File: config.mk
export PLATFORM = sky130hd
export DESIGN_NAME = pipelined_prime_sieve_unit
export DESIGN_NICKNAME = d
export VERILOG_FILES = /design/src/hdl/pps_pkg.sv /design/src/hdl/pps_ctrl.sv /design/src/hdl/pps_datapath.sv /design/src/hdl/pipelined_prime_sieve_unit.sv
export SDC_FILE = /design/constraint.sdc
export NUM_CORES = 1
export LEC_CHECK = 0
export ABC_CLOCK_PERIOD_IN_PS = 3950
export BUFFER_PORTS_ARGS = -buffer_cell sky130_fd_sc_hd__buf_2
export CORE_MARGIN = 3
export CORE_UTILIZATION = 60
export CTS_BUF_LIST = sky130_fd_sc_hd__clkbuf_4
export DETAILED_ROUTE_END_ITERATION = 12
export HOLD_SLACK_MARGIN = 0.02
export PLACE_DENSITY = 0.75
export SETUP_SLACK_MARGIN = 0.4
export SLEW_MARGIN = 20
export SYNTH_ARGS = -nofsm -noshare
export SYNTH_HDL_FRONTEND = slang
export SYNTH_SLANG_ARGS = --single-unit
File: constraint.sdc
create_clock -name clk -period 3.95 [get_ports clk]
set_input_delay 0.395 -clock clk [delete_from_list [all_inputs] [get_ports clk]]
set_output_delay 0.395 -clock clk [all_outputs]
set_load 0.1 [all_outputs]
File: src/hdl/pps_pkg.sv
// shared types and codes for the pipelined prime sieve unit
package pps_pkg;

    localparam int CAND_BITS  = 16;
    localparam int PRIME_BITS = 16;

    // input kind codes carried in s_tuser
    localparam logic CMD_CANDIDATE = 1'b0;
    localparam logic CMD_END       = 1'b1;

    typedef enum logic [2:0] {
        ST_IDLE,
        ST_READ,
        ST_DIVIDE,
        ST_CHECK,
        ST_EMIT
    } state_t;

    typedef struct packed {
        logic accept;     // latch candidate, restart cell index
        logic clear;      // empty the chain
        logic rd_en;      // read cell at current index, reset remainder
        logic div_step;   // one remainder step
        logic next_cell;  // advance cell index
        logic emit;       // load output item, store prime if room
    } ctrl_cmd_t;

    typedef struct packed {
        logic is_end;      // input item is end of stream
        logic below_two;   // candidate below two
        logic chain_empty;
        logic div_last;    // current step is the final remainder step
        logic rem_zero;
        logic last_cell;
        logic out_free;    // output slot can take an item this cycle
    } dp_status_t;

endpackage

File: src/hdl/pps_ctrl.sv
// controller state machine for the prime sieve
module pps_ctrl (
    input  logic                   clk,
    input  logic                   rst_n,
    input  logic                   s_tvalid,
    output logic                   s_tready,
    input  pps_pkg::dp_status_t    status,
    output pps_pkg::ctrl_cmd_t     cmd
);

    pps_pkg::state_t state_reg;
    pps_pkg::state_t state_next;

    always_ff @(posedge clk or negedge rst_n)
    begin
        if (!rst_n)
        begin
            state_reg <= pps_pkg::ST_IDLE;
        end
        else
        begin
            state_reg <= state_next;
        end
    end

    always_comb
    begin
        state_next = state_reg;
        cmd        = '0;
        s_tready   = 1'b0;
        unique case (state_reg)
            pps_pkg::ST_IDLE:
            begin
                s_tready = 1'b1;
                if (s_tvalid)
                begin
                    priority if (status.is_end)
                    begin
                        cmd.clear = 1'b1;
                    end
                    else if (!status.below_two)
                    begin
                        cmd.accept = 1'b1;
                        state_next = status.chain_empty ? pps_pkg::ST_EMIT
                                                        : pps_pkg::ST_READ;
                    end
                end
            end
            pps_pkg::ST_READ:
            begin
                cmd.rd_en  = 1'b1;
                state_next = pps_pkg::ST_DIVIDE;
            end
            pps_pkg::ST_DIVIDE:
            begin
                cmd.div_step = 1'b1;
                if (status.div_last)
                begin
                    state_next = pps_pkg::ST_CHECK;
                end
            end
            pps_pkg::ST_CHECK:
            begin
                priority if (status.rem_zero)
                begin
                    // divided by a stored prime, item is dropped
                    state_next = pps_pkg::ST_IDLE;
                end
                else if (status.last_cell)
                begin
                    state_next = pps_pkg::ST_EMIT;
                end
                else
                begin
                    cmd.next_cell = 1'b1;
                    state_next    = pps_pkg::ST_READ;
                end
            end
            pps_pkg::ST_EMIT:
            begin
                if (status.out_free)
                begin
                    cmd.emit   = 1'b1;
                    state_next = pps_pkg::ST_IDLE;
                end
            end
            default:
            begin
                state_next = pps_pkg::ST_IDLE;
            end
        endcase
    end

endmodule

File: src/hdl/pps_datapath.sv
// prime cell store, bit-serial remainder unit and output register
module pps_datapath #(
    parameter int NUM_CELLS  = 16,
    parameter int VALUE_BITS = 16
) (
    input  logic                              clk,
    input  logic                              rst_n,
    input  logic [pps_pkg::CAND_BITS-1:0]     s_tdata,
    input  logic                              s_tuser,
    output logic                              m_tvalid,
    input  logic                              m_tready,
    output logic [pps_pkg::PRIME_BITS-1:0]    m_tdata,
    output logic                              m_tuser,
    input  pps_pkg::ctrl_cmd_t                cmd,
    output pps_pkg::dp_status_t               status
);

    localparam int IDX_BITS   = (NUM_CELLS > 1) ? $clog2(NUM_CELLS) : 1;
    localparam int COUNT_BITS = $clog2(NUM_CELLS + 1);

    logic [VALUE_BITS-1:0] mem [NUM_CELLS];
    logic [VALUE_BITS-1:0] rd_data_reg;

    logic [VALUE_BITS-1:0] value_reg;
    logic [VALUE_BITS-1:0] shift_reg;
    logic [VALUE_BITS-1:0] rem_reg;
    logic [VALUE_BITS-1:0] step_cnt_reg;
    logic [COUNT_BITS-1:0] idx_reg;
    logic [COUNT_BITS-1:0] used_reg;

    logic                         m_tvalid_reg;
    logic [pps_pkg::PRIME_BITS-1:0] m_tdata_reg;
    logic                         m_tuser_reg;

    logic [31:0]           cand_ext;
    logic [VALUE_BITS-1:0] cand_value;
    logic [VALUE_BITS:0]   trial;
    logic [VALUE_BITS:0]   trial_diff;
    logic [VALUE_BITS-1:0] rem_step;
    logic [31:0]           value_ext;
    logic                  chain_full;

    assign cand_ext   = {16'b0, s_tdata};
    assign cand_value = cand_ext[VALUE_BITS-1:0];
    assign value_ext  = 32'(value_reg);
    assign chain_full = (used_reg == COUNT_BITS'(NUM_CELLS));

    // restoring remainder step, rem stays below the divisor
    assign trial      = {rem_reg, shift_reg[VALUE_BITS-1]};
    assign trial_diff = trial - {1'b0, rd_data_reg};
    assign rem_step   = trial_diff[VALUE_BITS] ? trial[VALUE_BITS-1:0]
                                               : trial_diff[VALUE_BITS-1:0];

    assign status.is_end      = (s_tuser == pps_pkg::CMD_END);
    assign status.below_two   = (cand_value < VALUE_BITS'(2));
    assign status.chain_empty = (used_reg == '0);
    assign status.div_last    = step_cnt_reg[VALUE_BITS-1];
    assign status.rem_zero    = (rem_reg == '0);
    assign status.last_cell   = ((idx_reg + COUNT_BITS'(1)) == used_reg);
    assign status.out_free    = !m_tvalid_reg || m_tready;

    assign m_tvalid = m_tvalid_reg;
    assign m_tdata  = m_tdata_reg;
    assign m_tuser  = m_tuser_reg;

    always_ff @(posedge clk)
    begin
        if (cmd.emit && !chain_full)
        begin
            mem[used_reg[IDX_BITS-1:0]] <= value_reg;
        end
        if (cmd.rd_en)
        begin
            rd_data_reg <= mem[idx_reg[IDX_BITS-1:0]];
        end
    end

    // payload working registers
    always_ff @(posedge clk)
    begin
        if (cmd.accept)
        begin
            value_reg <= cand_value;
        end
        if (cmd.rd_en)
        begin
            shift_reg    <= value_reg;
            rem_reg      <= '0;
            step_cnt_reg <= VALUE_BITS'(1);
        end
        else if (cmd.div_step)
        begin
            shift_reg    <= {shift_reg[VALUE_BITS-2:0], 1'b0};
            rem_reg      <= rem_step;
            step_cnt_reg <= {step_cnt_reg[VALUE_BITS-2:0], 1'b0};
        end
        if (cmd.emit)
        begin
            m_tdata_reg <= value_ext[pps_pkg::PRIME_BITS-1:0];
            m_tuser_reg <= chain_full;
        end
    end

    always_ff @(posedge clk or negedge rst_n)
    begin
        if (!rst_n)
        begin
            idx_reg      <= '0;
            used_reg     <= '0;
            m_tvalid_reg <= 1'b0;
        end
        else
        begin
            if (cmd.accept)
            begin
                idx_reg <= '0;
            end
            else if (cmd.next_cell)
            begin
                idx_reg <= idx_reg + COUNT_BITS'(1);
            end
            if (cmd.clear)
            begin
                used_reg <= '0;
            end
            else if (cmd.emit && !chain_full)
            begin
                used_reg <= used_reg + COUNT_BITS'(1);
            end
            if (cmd.emit)
            begin
                m_tvalid_reg <= 1'b1;
            end
            else if (m_tready)
            begin
                m_tvalid_reg <= 1'b0;
            end
        end
    end

`ifndef ASSERT_OFF
    a_used_in_range: assert property (@(posedge clk) disable iff (!rst_n)
        used_reg <= COUNT_BITS'(NUM_CELLS))
        else $error("cell count beyond chain length");

    a_emit_slot_free: assert property (@(posedge clk) disable iff (!rst_n)
        cmd.emit |-> (!m_tvalid_reg || m_tready))
        else $error("output item overwritten before taken");

    a_divisor_nonzero: assert property (@(posedge clk) disable iff (!rst_n)
        cmd.div_step |-> (rd_data_reg >= VALUE_BITS'(2)))
        else $error("remainder step against divisor below two");

    a_store_counts: assert property (@(posedge clk) disable iff (!rst_n)
        (cmd.emit && !chain_full) |=> (used_reg == $past(used_reg) + COUNT_BITS'(1)))
        else $error("stored prime not counted");
`endif

endmodule

File: src/hdl/pipelined_prime_sieve_unit.sv
// Prime sieve: each candidate item is tested against the stored primes in
// storage order by one shared bit-serial remainder unit. For each stored
// cell tried there is a cell read, VALUE_BITS remainder steps and a check;
// a found prime then goes to the output. End of stream and candidates
// below two are handled in the idle state. A found prime waits in an
// output register, so the next item is taken while it is still unread;
// the output of a new prime waits until the previous one has been taken.
// Cells are never cleared; the used count bounds every read.
module pipelined_prime_sieve_unit #(
    parameter int NUM_CELLS  = 16,
    parameter int VALUE_BITS = 16
) (
    input  logic                           clk,
    input  logic                           rst_n,
    input  logic                           s_tvalid,
    output logic                           s_tready,
    input  logic [pps_pkg::CAND_BITS-1:0]  s_tdata,   // candidate[15:0]
    input  logic                           s_tuser,   // command[0]
    output logic                           m_tvalid,
    input  logic                           m_tready,
    output logic [pps_pkg::PRIME_BITS-1:0] m_tdata,   // prime_value[15:0]
    output logic                           m_tuser    // not_stored[0]
);

    pps_pkg::ctrl_cmd_t  cmd;
    pps_pkg::dp_status_t status;

    pps_ctrl u_ctrl (
        .clk      (clk),
        .rst_n    (rst_n),
        .s_tvalid (s_tvalid),
        .s_tready (s_tready),
        .status   (status),
        .cmd      (cmd)
    );

    pps_datapath #(
        .NUM_CELLS  (NUM_CELLS),
        .VALUE_BITS (VALUE_BITS)
    ) u_datapath (
        .clk      (clk),
        .rst_n    (rst_n),
        .s_tdata  (s_tdata),
        .s_tuser  (s_tuser),
        .m_tvalid (m_tvalid),
        .m_tready (m_tready),
        .m_tdata  (m_tdata),
        .m_tuser  (m_tuser),
        .cmd      (cmd),
        .status   (status)
    );

endmodule
==> impl_metrics.yaml, run 1 <==
timing:
  fin_skew_ns: 0.0398
  slew_viol_final: 0
  finalWorstSetupSlack_ns: 1.08
  maxSlewHeadroom_pct: 29.8
  rsz0062_at_grt: "no"
  finalSetupViolCount: 0
  period_share_pct: 72.7
  finalCriticalPeriod_ns: 2.87
  tns_ns: 0
  max_freq_mhz: 348
  final_hold_viol_count: 0
  worst_pin_slew_ns: 1.05
floorplanning:
  dieArea_sq_um: 26700
  fp.dieH_microns: 163
  start_util_pct: 62.2
  ioPinCount: 40
  die_x_microns: 163
  core-area_sq_um: 23900
  rows: 56
final_layout:
  layout-drive-gt1-share_pct: 30.7
  nNetsFinal: 1005
  fillCellCount: 1492
  largest_reg_flops: 256
  synthToLayoutAreaGrowth_pct: 13.4
clock_network:
  cts_tree: "built"
  path_clk_slew_ns: 0.08
  clock_latency_ns: 0.73
  cts.htree.levels: 3
  clkSinkCount: 367
  clk_path_buf_depth: 3
  cts_buffers: 90
  clockRootBuffer: "clkbuf_4"
critical_path:
  cp_data_arrival_time_ns: 3.48
  cp_top_family: "compound AO/OA/AOI/OAI gates"
  required_ns: 4.56
  start_kind: "register"
  cp-end-kind: "register"
  cpMaxStageDelayCell: "a32o_1"
  critical_path_class: "reg -> reg"
  crit_fanout: 14
  critPathMaxStageDelay_ns: 0.53
  path_cells: "inv_1 -> ha_1 -> inv_1 -> fa_1 -> a211oi_2 -> o21ai_4 -> o2111ai_4 -> a32o_1 -> o21ai_0 -> a32o_1"
  crit_buf_inv: 2
power:
  p_leak_nw: 5.78
  clkPwrFrac_pct: 26.1
  power_density_nw_per_um2: 694
  vdd_drop_max_mv: 0.655
  swShare_pct: 33.9
  seqPwrFrac_pct: 45.0
  power_frac_comb_pct: 28.9
  switching_power_mw: 3.97
  cell_internal_pwr_mw: 7.74
global_route:
  grt_max_degree: 42
  grt-ovfl-total: 0
  grt_pass1_vias: 8905
  grt_pass1_wl_mm: 50.0
  groute.usage.overall_pct: 25.5
  antenna_found_initial: 1
yosys:
  yosysWarnings: 0
  synth_area_sq_um: 14900
  synth_most_common_cell: "edfxtp_1"
  synth_common_cells: "edfxtp_1 (321), mux4_2 (80), nand2_1 (45), dfxtp_1 (32), inv_1 (31)"
  syn-num-nets: 869
  async_flop_share_pct: 3.81
  synth_top_area_share_pct: 64.8
  syn_area_per_cell_sq_um: 18.0
  synth_ff_type: "edfxtp_1"
  ys_types: 60
  synth_top_area_cell: "edfxtp_1"
  syn_inst: 826
  yosysSeqAreaShare_pct: 71.5
  synth-seq-cells: 367
  yosys-top-cells-area: "edfxtp_1 (65%), mux4_2 (12%), dfxtp_1 (4.3%)"
  synth_edf_count: 321
routing:
  wl_per_cell_microns: 24.4
  num_vias: 8346
  drtIter0Drc: 805
  drc: 0
  ant_nets: 0
  wl_mm: 32.9
  via_per_inst: 6.18
  drt-pass1-iter-count: 5
place:
  port_buffers: 39
  hpwl_mm: 19.1
  gp_congestion: 0.792
  pre_cts_slack_ns: 1.08
run:
  maxCapViolCount: 0
hold_path:
  min_path_type: "in -> async"
status:
  status: "complete, no violations"
worst register-to-register path: cells and delay by family, from the launching register on:
family                   cells  cell delay (ns)
flip-flops                   1             0.36
adder cells (fa/ha/maj)      2             0.61
AO/OA/AOI/OAI                6             1.67
buffers and inverters        2             0.15
final timing paths:
path / start / to / slack, ns / cells past startpoint
worst min register to register: u_datapath.step_cnt_reg[8]$_SDFFE_PP0P_ / u_datapath.step_cnt_reg[8]$_SDFFE_PP0P_ / 0.46 / 2
worst max register to register: u_datapath.shift_reg[15]$_DFFE_PN_ / u_datapath.rem_reg[0]$_SDFFE_PP0P_ / 1.08 / 10
worst min-delay path: rst_n / u_datapath.used_reg[2]$_DFFE_PN0P_ / 0.10 / 2
min in group clk: s_tvalid / u_datapath.used_reg[2]$_DFFE_PN0P_ / 0.12 / 3
worst max-delay path: u_datapath.shift_reg[15]$_DFFE_PN_ / u_datapath.rem_reg[0]$_SDFFE_PP0P_ / 1.08 / 10
max in group asynchronous: rst_n / u_datapath.idx_reg[0]$_DFFE_PN0P_ / 3.58 / 2
stage by stage:
| step | total power, mW | std cells | instance area (sq um) | util (%) | hold slack [ns] |
|---|---|---|---|---|---|
| 2_1_floorplan | 7.81 | 826 | 14900 | - | 0.0994 |
| 3_3_place_gp | 8.59 | 1169 | 15500 | 65.0 | 0.296 |
| 3_5_place_dp | 8.68 | 1169 | 15500 | 65.0 | 0.304 |
| 4_1_cts | 11.7 | 1347 | 16800 | 70.5 | 0.0691 |
| 5_1_grt | 12.3 | 1350 | 16900 | 70.6 | 0.106 |
| 6_report | 11.7 | 1350 | 16900 | 70.6 | 0.101 |
metal layers:
metal	vias to the layer above	global-route usage, %	part of all wire [%]	wire, microns
met5	-	0	0	0
met4	0	12.4	3.2	1060
met3	74	5.93	8.3	2720
met2	394	42.1	50	16500
met1	4234	32.2	38	12600
li1	3644	-	-	-
power by group through the flow:
stage                     Clock (mW)  Sequential, mW  Combinational [mW]
after floorplan                    0            5.40                2.41
after global placement             0            5.32                3.27
after detailed placement           0            5.35                3.33
after CTS                       3.10            5.27                3.36
after global routing            3.32            5.33                3.63
final                           3.05            5.28                3.38
layout make-up:
cell class	instances	area, sq um	area share (%)
clock inverter	36	203	1.20
multi-input combinational	390	3990	23.7
tap	319	399	2.37
antenna	1	2.50	0.0148
clock buffer	124	931	5.52
timing repair buffer	82	583	3.46
sequential	367	10600	63.1
inverter	31	116	0.690
cell families (layout without fill, tap and decap cells):
logic type / after synthesis / count (layout) / synth area share (%)
xor gates and xnor gates: 25 / 25 / 1.57
buffers and inverters: 69 / 273 / 1.85
AOI/OAI and AO/OA: 96 / 96 / 4.74
muxes: 96 / 96 / 13.3
and+or+nand+nor: 151 / 151 / 5.11
adders and majority gates: 22 / 22 / 1.90
DFF: 367 / 367 / 71.5
other: 0 / 1 / 0
cells in the final DEF (no fill, tap or decap), drive strengths merged, types with 5 or more instances in the layout:
| master | n |
|---|---|
| edfxtp | 321 |
| clkbuf | 124 |
| mux4 | 80 |
| buf | 64 |
| nand2 | 45 |
| inv | 35 |
| dfxtp | 32 |
| clkinv | 31 |
| nor2 | 27 |
| a21oi | 22 |
| ha | 21 |
| dlygate4sd3 | 18 |
| o21ai | 18 |
| xnor2 | 16 |
| mux2 | 15 |
| nand4 | 14 |
| dfrtp | 14 |
| nand3 | 11 |
| nor3 | 11 |
| and3 | 8 |
| xor2 | 8 |
| and2 | 8 |
| o211ai | 8 |
| nor4 | 7 |
| a22o | 7 |
| a21o | 5 |
what timing repair did:
item	4_1_cts	5_1_grt
hold buffers	18	0
buffers inserted	0	0
resized for setup	0	0
hold endpoints to repair	32	0
No activity file was read; power rests on OpenSTA's default activity.
==> run 2, diff against run 1 <==
ABC_CLOCK_PERIOD_IN_PS = 2300   (was 3950)
CORE_UTILIZATION = 58   (was 60)
PLACE_DENSITY = 0.76   (was 0.75)
clock period = 2.3 ns   (was 3.95 ns; I/O delays follow)
==> run 2 against run 1 <==
  * Critical endpoint is now u_datapath.rem_reg[13]$_SDFFE_PP0P_
  * Largest power group is now combinational cells
  * The run now ends with setup timing left
  * Register-to-register slack worse by 1.3 ns
  * Power is 100% higher
  * Combinational power grew to 2.7 times the previous value
  * Highest routed layer is now met5
  * Worst hold slack better by 0.10 ns
  * Non-clock buffer count is 104 higher
  * Clock-buffer cell count is 8 higher
  * Clock skew is 0.025 ns higher
  * Cell count is 7.9% higher
  * Worst setup slack worse by 1.3 ns
  * Global-route usage is 2.5 points higher
  * Critical path type unchanged
  * Die area is 3.3% higher
==> impl_metrics.yaml, run 2 (synthesis gave the netlist of run 1 again) <==
status:
  status: "finished with violations"
  failed_checks: "setup timing"
floorplanning:
  fp.dieH_microns: 166
  die_x_microns: 166
  ioPinCount: 40
  core-area_sq_um: 24700
  start_util_pct: 60.1
  rows: 57
  dieArea_sq_um: 27600
global_route:
  grt_pass1_wl_mm: 58.1
  grt_max_degree: 42
  antenna_found_initial: 3
  grt_pass1_vias: 9452
  groute.usage.overall_pct: 28.0
  grt-ovfl-total: 0
final_layout:
  nNetsFinal: 1108
  layout-drive-gt1-share_pct: 42.1
  design_area_sq_um: 18700
  layout_common_cells: "edfxtp_1 (321), clkbuf_4 (132), mux4_2 (80)"
  fin_util_pct: 75.4
  synthToLayoutAreaGrowth_pct: 25.6
  layout.cells.non_filler: 1456
  layout.cells.most_common: "edfxtp_1"
  largest_reg_flops: 256
routing:
  wl_mm: 41.5
  drt-pass1-iter-count: 6
  ant_nets: 0
  num_vias: 9339
  drc: 0
  wl_per_cell_microns: 28.5
  via_per_inst: 6.41
  drtIter0Drc: 1208
place:
  gp_congestion: 0.868
  placedCellCount: 1220
  hpwl_mm: 20.0
  place_area_sq_um: 16200
  port_buffers: 39
timing:
  worst_pin_slew_ns: 0.807
  maxSlewHeadroom_pct: 46.0
  holdWs_ns: 0.205
  fin_skew_ns: 0.0652
  max_freq_mhz: 403
  slew_viol_final: 0
  finalWorstSetupSlack_ns: -0.182
  rsz0062_at_grt: "yes"
  period_share_pct: 108
  finalCriticalPeriod_ns: 2.48
  final_hold_viol_count: 0
  finalSetupViolCount: 15
hold_path:
  hold_start: "s_tdata[5]"
  worstHoldPathCells: 2
  whs_endpoint: "u_datapath.value_reg[5]$_DFFE_PP_"
  min_path_type: "in -> reg"
critical_path:
  required_ns: 2.86
  reg2reg_slack_ns: -0.18
  reg2reg_to: "u_datapath.rem_reg[13]$_SDFFE_PP0P_"
  cp-end-kind: "register"
  timing.rr.start: "u_datapath.rd_data_reg[8]$_DFFE_PP_"
  crit_fanout: 5
  start_kind: "register"
  r2r_cells: 8
  cp_data_arrival_time_ns: 3.05
  critical_path_class: "reg -> reg"
clock_network:
  clk_path_buf_depth: 3
  cts_tree: "built"
  cts_buffers: 88
  clockRootBuffer: "clkbuf_4"
  cts.htree.levels: 3
  clock_latency_ns: 0.75
  clkSinkCount: 367
  path_clk_slew_ns: 0.10
power:
  power_mw: 23.5
  p_leak_nw: 6.51
  vdd_drop_max_mv: 1.03
  power_density_nw_per_um2: 1260
run:
  maxCapViolCount: 0
run 2: cell count changes in the layout (fill, tap and decap cells not counted), sizes merged:
cell,change
clkinv,-12
diode,+1
clkbuf,+10
bufinv,-1
dlygate4sd3,+3
buf,+99
inv,-2
clkinvlp,+2
a32o,+1
run 2: critical path: stages (launching register included):
cell and delay, ns:
edfxtp_1 0.42, inv_1 0.17, ha_1 0.27, buf_4 0.16, a21oi_1 0.11, o21ai_0 0.28, o31ai_1 0.48, xor2_1 0.33
o31ai_2 0.09
run 2: final cells by class:
class                   instances  area (sq um)
multi-input cells             391          4400
fillers                      1259          6080
inverters                      31           126
well taps                     324           405
repair buffers                186          1970
clock buffers                 132           991
flip-flops and latches        367         10600
clock inverters                23           121
diodes                          2          5.00
run 2: report_power, final:
part | internal [mW] | leakage [nW] | total [mW] | switching (mW)
Combinational | 4.29 | 2.51 | 9.01 | 4.71
Clock | 2.65 | 0.663 | 5.49 | 2.84
Sequential | 8.30 | 3.34 | 8.97 | 0.675
run 2: how the worst max path moves through the flow:
stage | start | endpoint | slack [ns] | depth (start not counted)
floorplan | u_datapath.shift_reg[15]$_DFFE_PN_ | u_datapath.rem_reg[6]$_SDFFE_PP0P_ | -0.06 | 11
global placement | u_datapath.shift_reg[15]$_DFFE_PN_ | u_datapath.rem_reg[6]$_SDFFE_PP0P_ | -0.19 | 10
detailed placement | u_datapath.shift_reg[15]$_DFFE_PN_ | u_datapath.rem_reg[14]$_SDFFE_PP0P_ | -0.21 | 10
CTS | u_datapath.shift_reg[15]$_DFFE_PN_ | u_datapath.rem_reg[6]$_SDFFE_PP0P_ | -0.14 | 10
global route | u_datapath.shift_reg[15]$_DFFE_PN_ | u_datapath.rem_reg[5]$_SDFFE_PP0P_ | -0.29 | 10
finish | u_datapath.rd_data_reg[8]$_DFFE_PP_ | u_datapath.rem_reg[13]$_SDFFE_PP0P_ | -0.18 | 8
run 2: layer usage:
layer / wire (microns) / GRT usage (%) / up-vias
met3: 3790 / 5.24 / 136
met4: 1690 / 9.69 / 2
li1: - / - / 3850
met1: 14400 / 35.8 / 4692
met2: 21600 / 48.7 / 659
met5: 16 / 0 / -
run 2: repair_timing:
item,CTS,global route
buffers inserted,33,15
setup endpoints to repair,185,280
endpoints found under the hold margin,38,0
gates resized for setup,61,49
hold buffers,21,0
pin swaps,30,25
cloned,8,2
run 2: through the flow:
step,setup WS [ns],setup TNS (ns)
2_1_floorplan,-0.0609,-0.122
3_3_place_gp,-0.186,-1.89
3_5_place_dp,-0.209,-2.34
4_1_cts,-0.139,-1.27
5_1_grt,-0.293,-3.81
6_report,-0.182,-1.89
==> run 3, diff against run 2 <==
ABC_CLOCK_PERIOD_IN_PS = 2200   (was 2300)
clock period = 2.2 ns   (was 2.3 ns; I/O delays follow)
==> run 3 against run 2 <==
  * The flow still finishes with violations (setup timing)
  * Clock skew decreased by 0.017 ns
  * Sequential power is 4.1% higher
  * Final area up 1.4%
  * Register-to-register slack got worse by 0.16 ns
  * Global-route usage up 1.5 points
  * Combinational power rose by 4.3%
  * Cell count is 0.82% higher
  * Clock power rose by 11%
  * Non-clock buffer count increased by 10
  * Clock-buffer cell count rose by 3
  * Largest cell class unchanged
  * Largest power group unchanged
==> impl_metrics.yaml, run 3 (synthesis gave the netlist of run 1 again) <==
status:
  status: "finished with violations"
  failed_checks: "setup timing"
floorplanning:
  die_x_microns: 166
  fp.dieH_microns: 166
  dieArea_sq_um: 27600
  ioPinCount: 40
  rows: 57
  core-area_sq_um: 24700
  start_util_pct: 60.1
clock_network:
  clockRootBuffer: "clkbuf_4"
  clk_path_buf_depth: 3
  path_clk_slew_ns: 0.08
  cts_tree: "built"
  clkSinkCount: 367
  cts_buffers: 89
  clock_latency_ns: 0.72
  cts.htree.levels: 3
final_layout:
  nNetsFinal: 1118
  largest_reg_flops: 256
  layout.cells.most_common: "edfxtp_1"
  layout_common_cells: "edfxtp_1 (321), clkbuf_4 (135), mux4_2 (80)"
  layout.cells.non_filler: 1468
  synthToLayoutAreaGrowth_pct: 27.3
  layout-drive-gt1-share_pct: 43.9
timing:
  holdWs_ns: 0.238
  final_hold_viol_count: 0
  rsz0062_at_grt: "yes"
  period_share_pct: 115
  worst_pin_slew_ns: 0.765
  slew_viol_final: 0
  fin_skew_ns: 0.0481
  maxSlewHeadroom_pct: 48.5
  finalCriticalPeriod_ns: 2.54
  finalWorstSetupSlack_ns: -0.339
  max_freq_mhz: 394
  tns_ns: -3.81
  finalSetupViolCount: 21
place:
  hpwl_mm: 20.9
  port_buffers: 39
  gp_congestion: 0.865
  placedCellCount: 1237
  pre_cts_slack_ns: -0.339
routing:
  drtIter0Drc: 1181
  wl_mm: 41.9
  drt-pass1-iter-count: 5
  num_vias: 9420
  via_per_inst: 6.42
  wl_per_cell_microns: 28.5
  drc: 0
  ant_nets: 0
critical_path:
  cp_data_arrival_time_ns: 3.07
  cp-end-kind: "register"
  start_kind: "register"
  required_ns: 2.74
  crit_fanout: 6
  critical_path_class: "reg -> reg"
power:
  p_leak_nw: 6.61
  power_density_nw_per_um2: 1310
  vdd_drop_max_mv: 1.36
global_route:
  groute.usage.overall_pct: 29.5
  grt_pass1_wl_mm: 60.2
  grt_max_degree: 41
  antenna_found_initial: 2
  grt-ovfl-total: 0
  grt_pass1_vias: 9839
run:
  maxCapViolCount: 0
hold_path:
  min_path_type: "in -> reg"
run 3: repair_timing:
action	CTS	global route
endpoints found under the setup margin	300	264
gates cloned	7	0
hold endpoints to repair	38	0
buffers inserted	38	5
pin swaps	32	23
resized for setup	78	31
hold buffers	21	0
run 3: final cells by class:
type	instances	area [sq um]
fill	1252	5820
sequential	367	10700
inverter	31	124
clock buffer	135	1010
tap	324	405
antenna	1	2.50
multi-input combinational	390	4420
timing repair buffer	196	2110
clock inverter	24	209
run 3: routing by layer:
| layer | share of wire [%] | track usage, % |
|---|---|---|
| met1 | 35 | 37.1 |
| met2 | 51 | 49.8 |
| met3 | 9.1 | 6.31 |
| met4 | 5.2 | 13.2 |
| met5 | 0.026 | 0 |
run 3: worst max-delay path: stages, from the launching register on:
cell       delay, ns
edfxtp_1        0.39
inv_2           0.10
ha_4            0.14
inv_2           0.03
fa_2            0.37
a211oi_4        0.26
o21ai_4         0.10
o2111ai_4       0.25
a211oi_2        0.17
buf_4           0.20
nor2_1          0.26
o31ai_1         0.13
run 3: power breakdown:
group / switching (mW) / internal, mW / total [mW]
Combinational: 4.99 / 4.41 / 9.40
Clock: 2.80 / 3.28 / 6.07
Sequential: 0.664 / 8.68 / 9.34
run 3: final timing paths:
check                      depth (start not counted)                                     start                                       end  slack (ns)
setup / recovery                                  11        u_datapath.shift_reg[15]$_DFFE_PN_       u_datapath.rem_reg[13]$_SDFFE_PP0P_       -0.34
hold / removal                                     2                                s_tdata[0]         u_datapath.value_reg[0]$_DFFE_PP_        0.24
setup reg to reg                                  11        u_datapath.shift_reg[15]$_DFFE_PN_       u_datapath.rem_reg[13]$_SDFFE_PP0P_       -0.34
hold reg to reg                                    2  u_datapath.step_cnt_reg[12]$_SDFFE_PP0P_  u_datapath.step_cnt_reg[13]$_SDFFE_PP0P_        0.45
max in group asynchronous                          3                                     rst_n         u_datapath.idx_reg[0]$_DFFE_PN0P_        1.05
min in group asynchronous                          3                                     rst_n           u_datapath.m_tvalid$_DFFE_PN0P_        0.63
run 3: per-stage QoR:
stage	power [mW]	util, %	cell area, sq um
2_1_floorplan	14.4	-	15200
3_3_place_gp	16.4	66.0	16300
3_5_place_dp	16.7	66.0	16300
4_1_cts	24.2	75.8	18800
5_1_grt	25.8	76.5	18900
6_report	24.8	76.5	18900
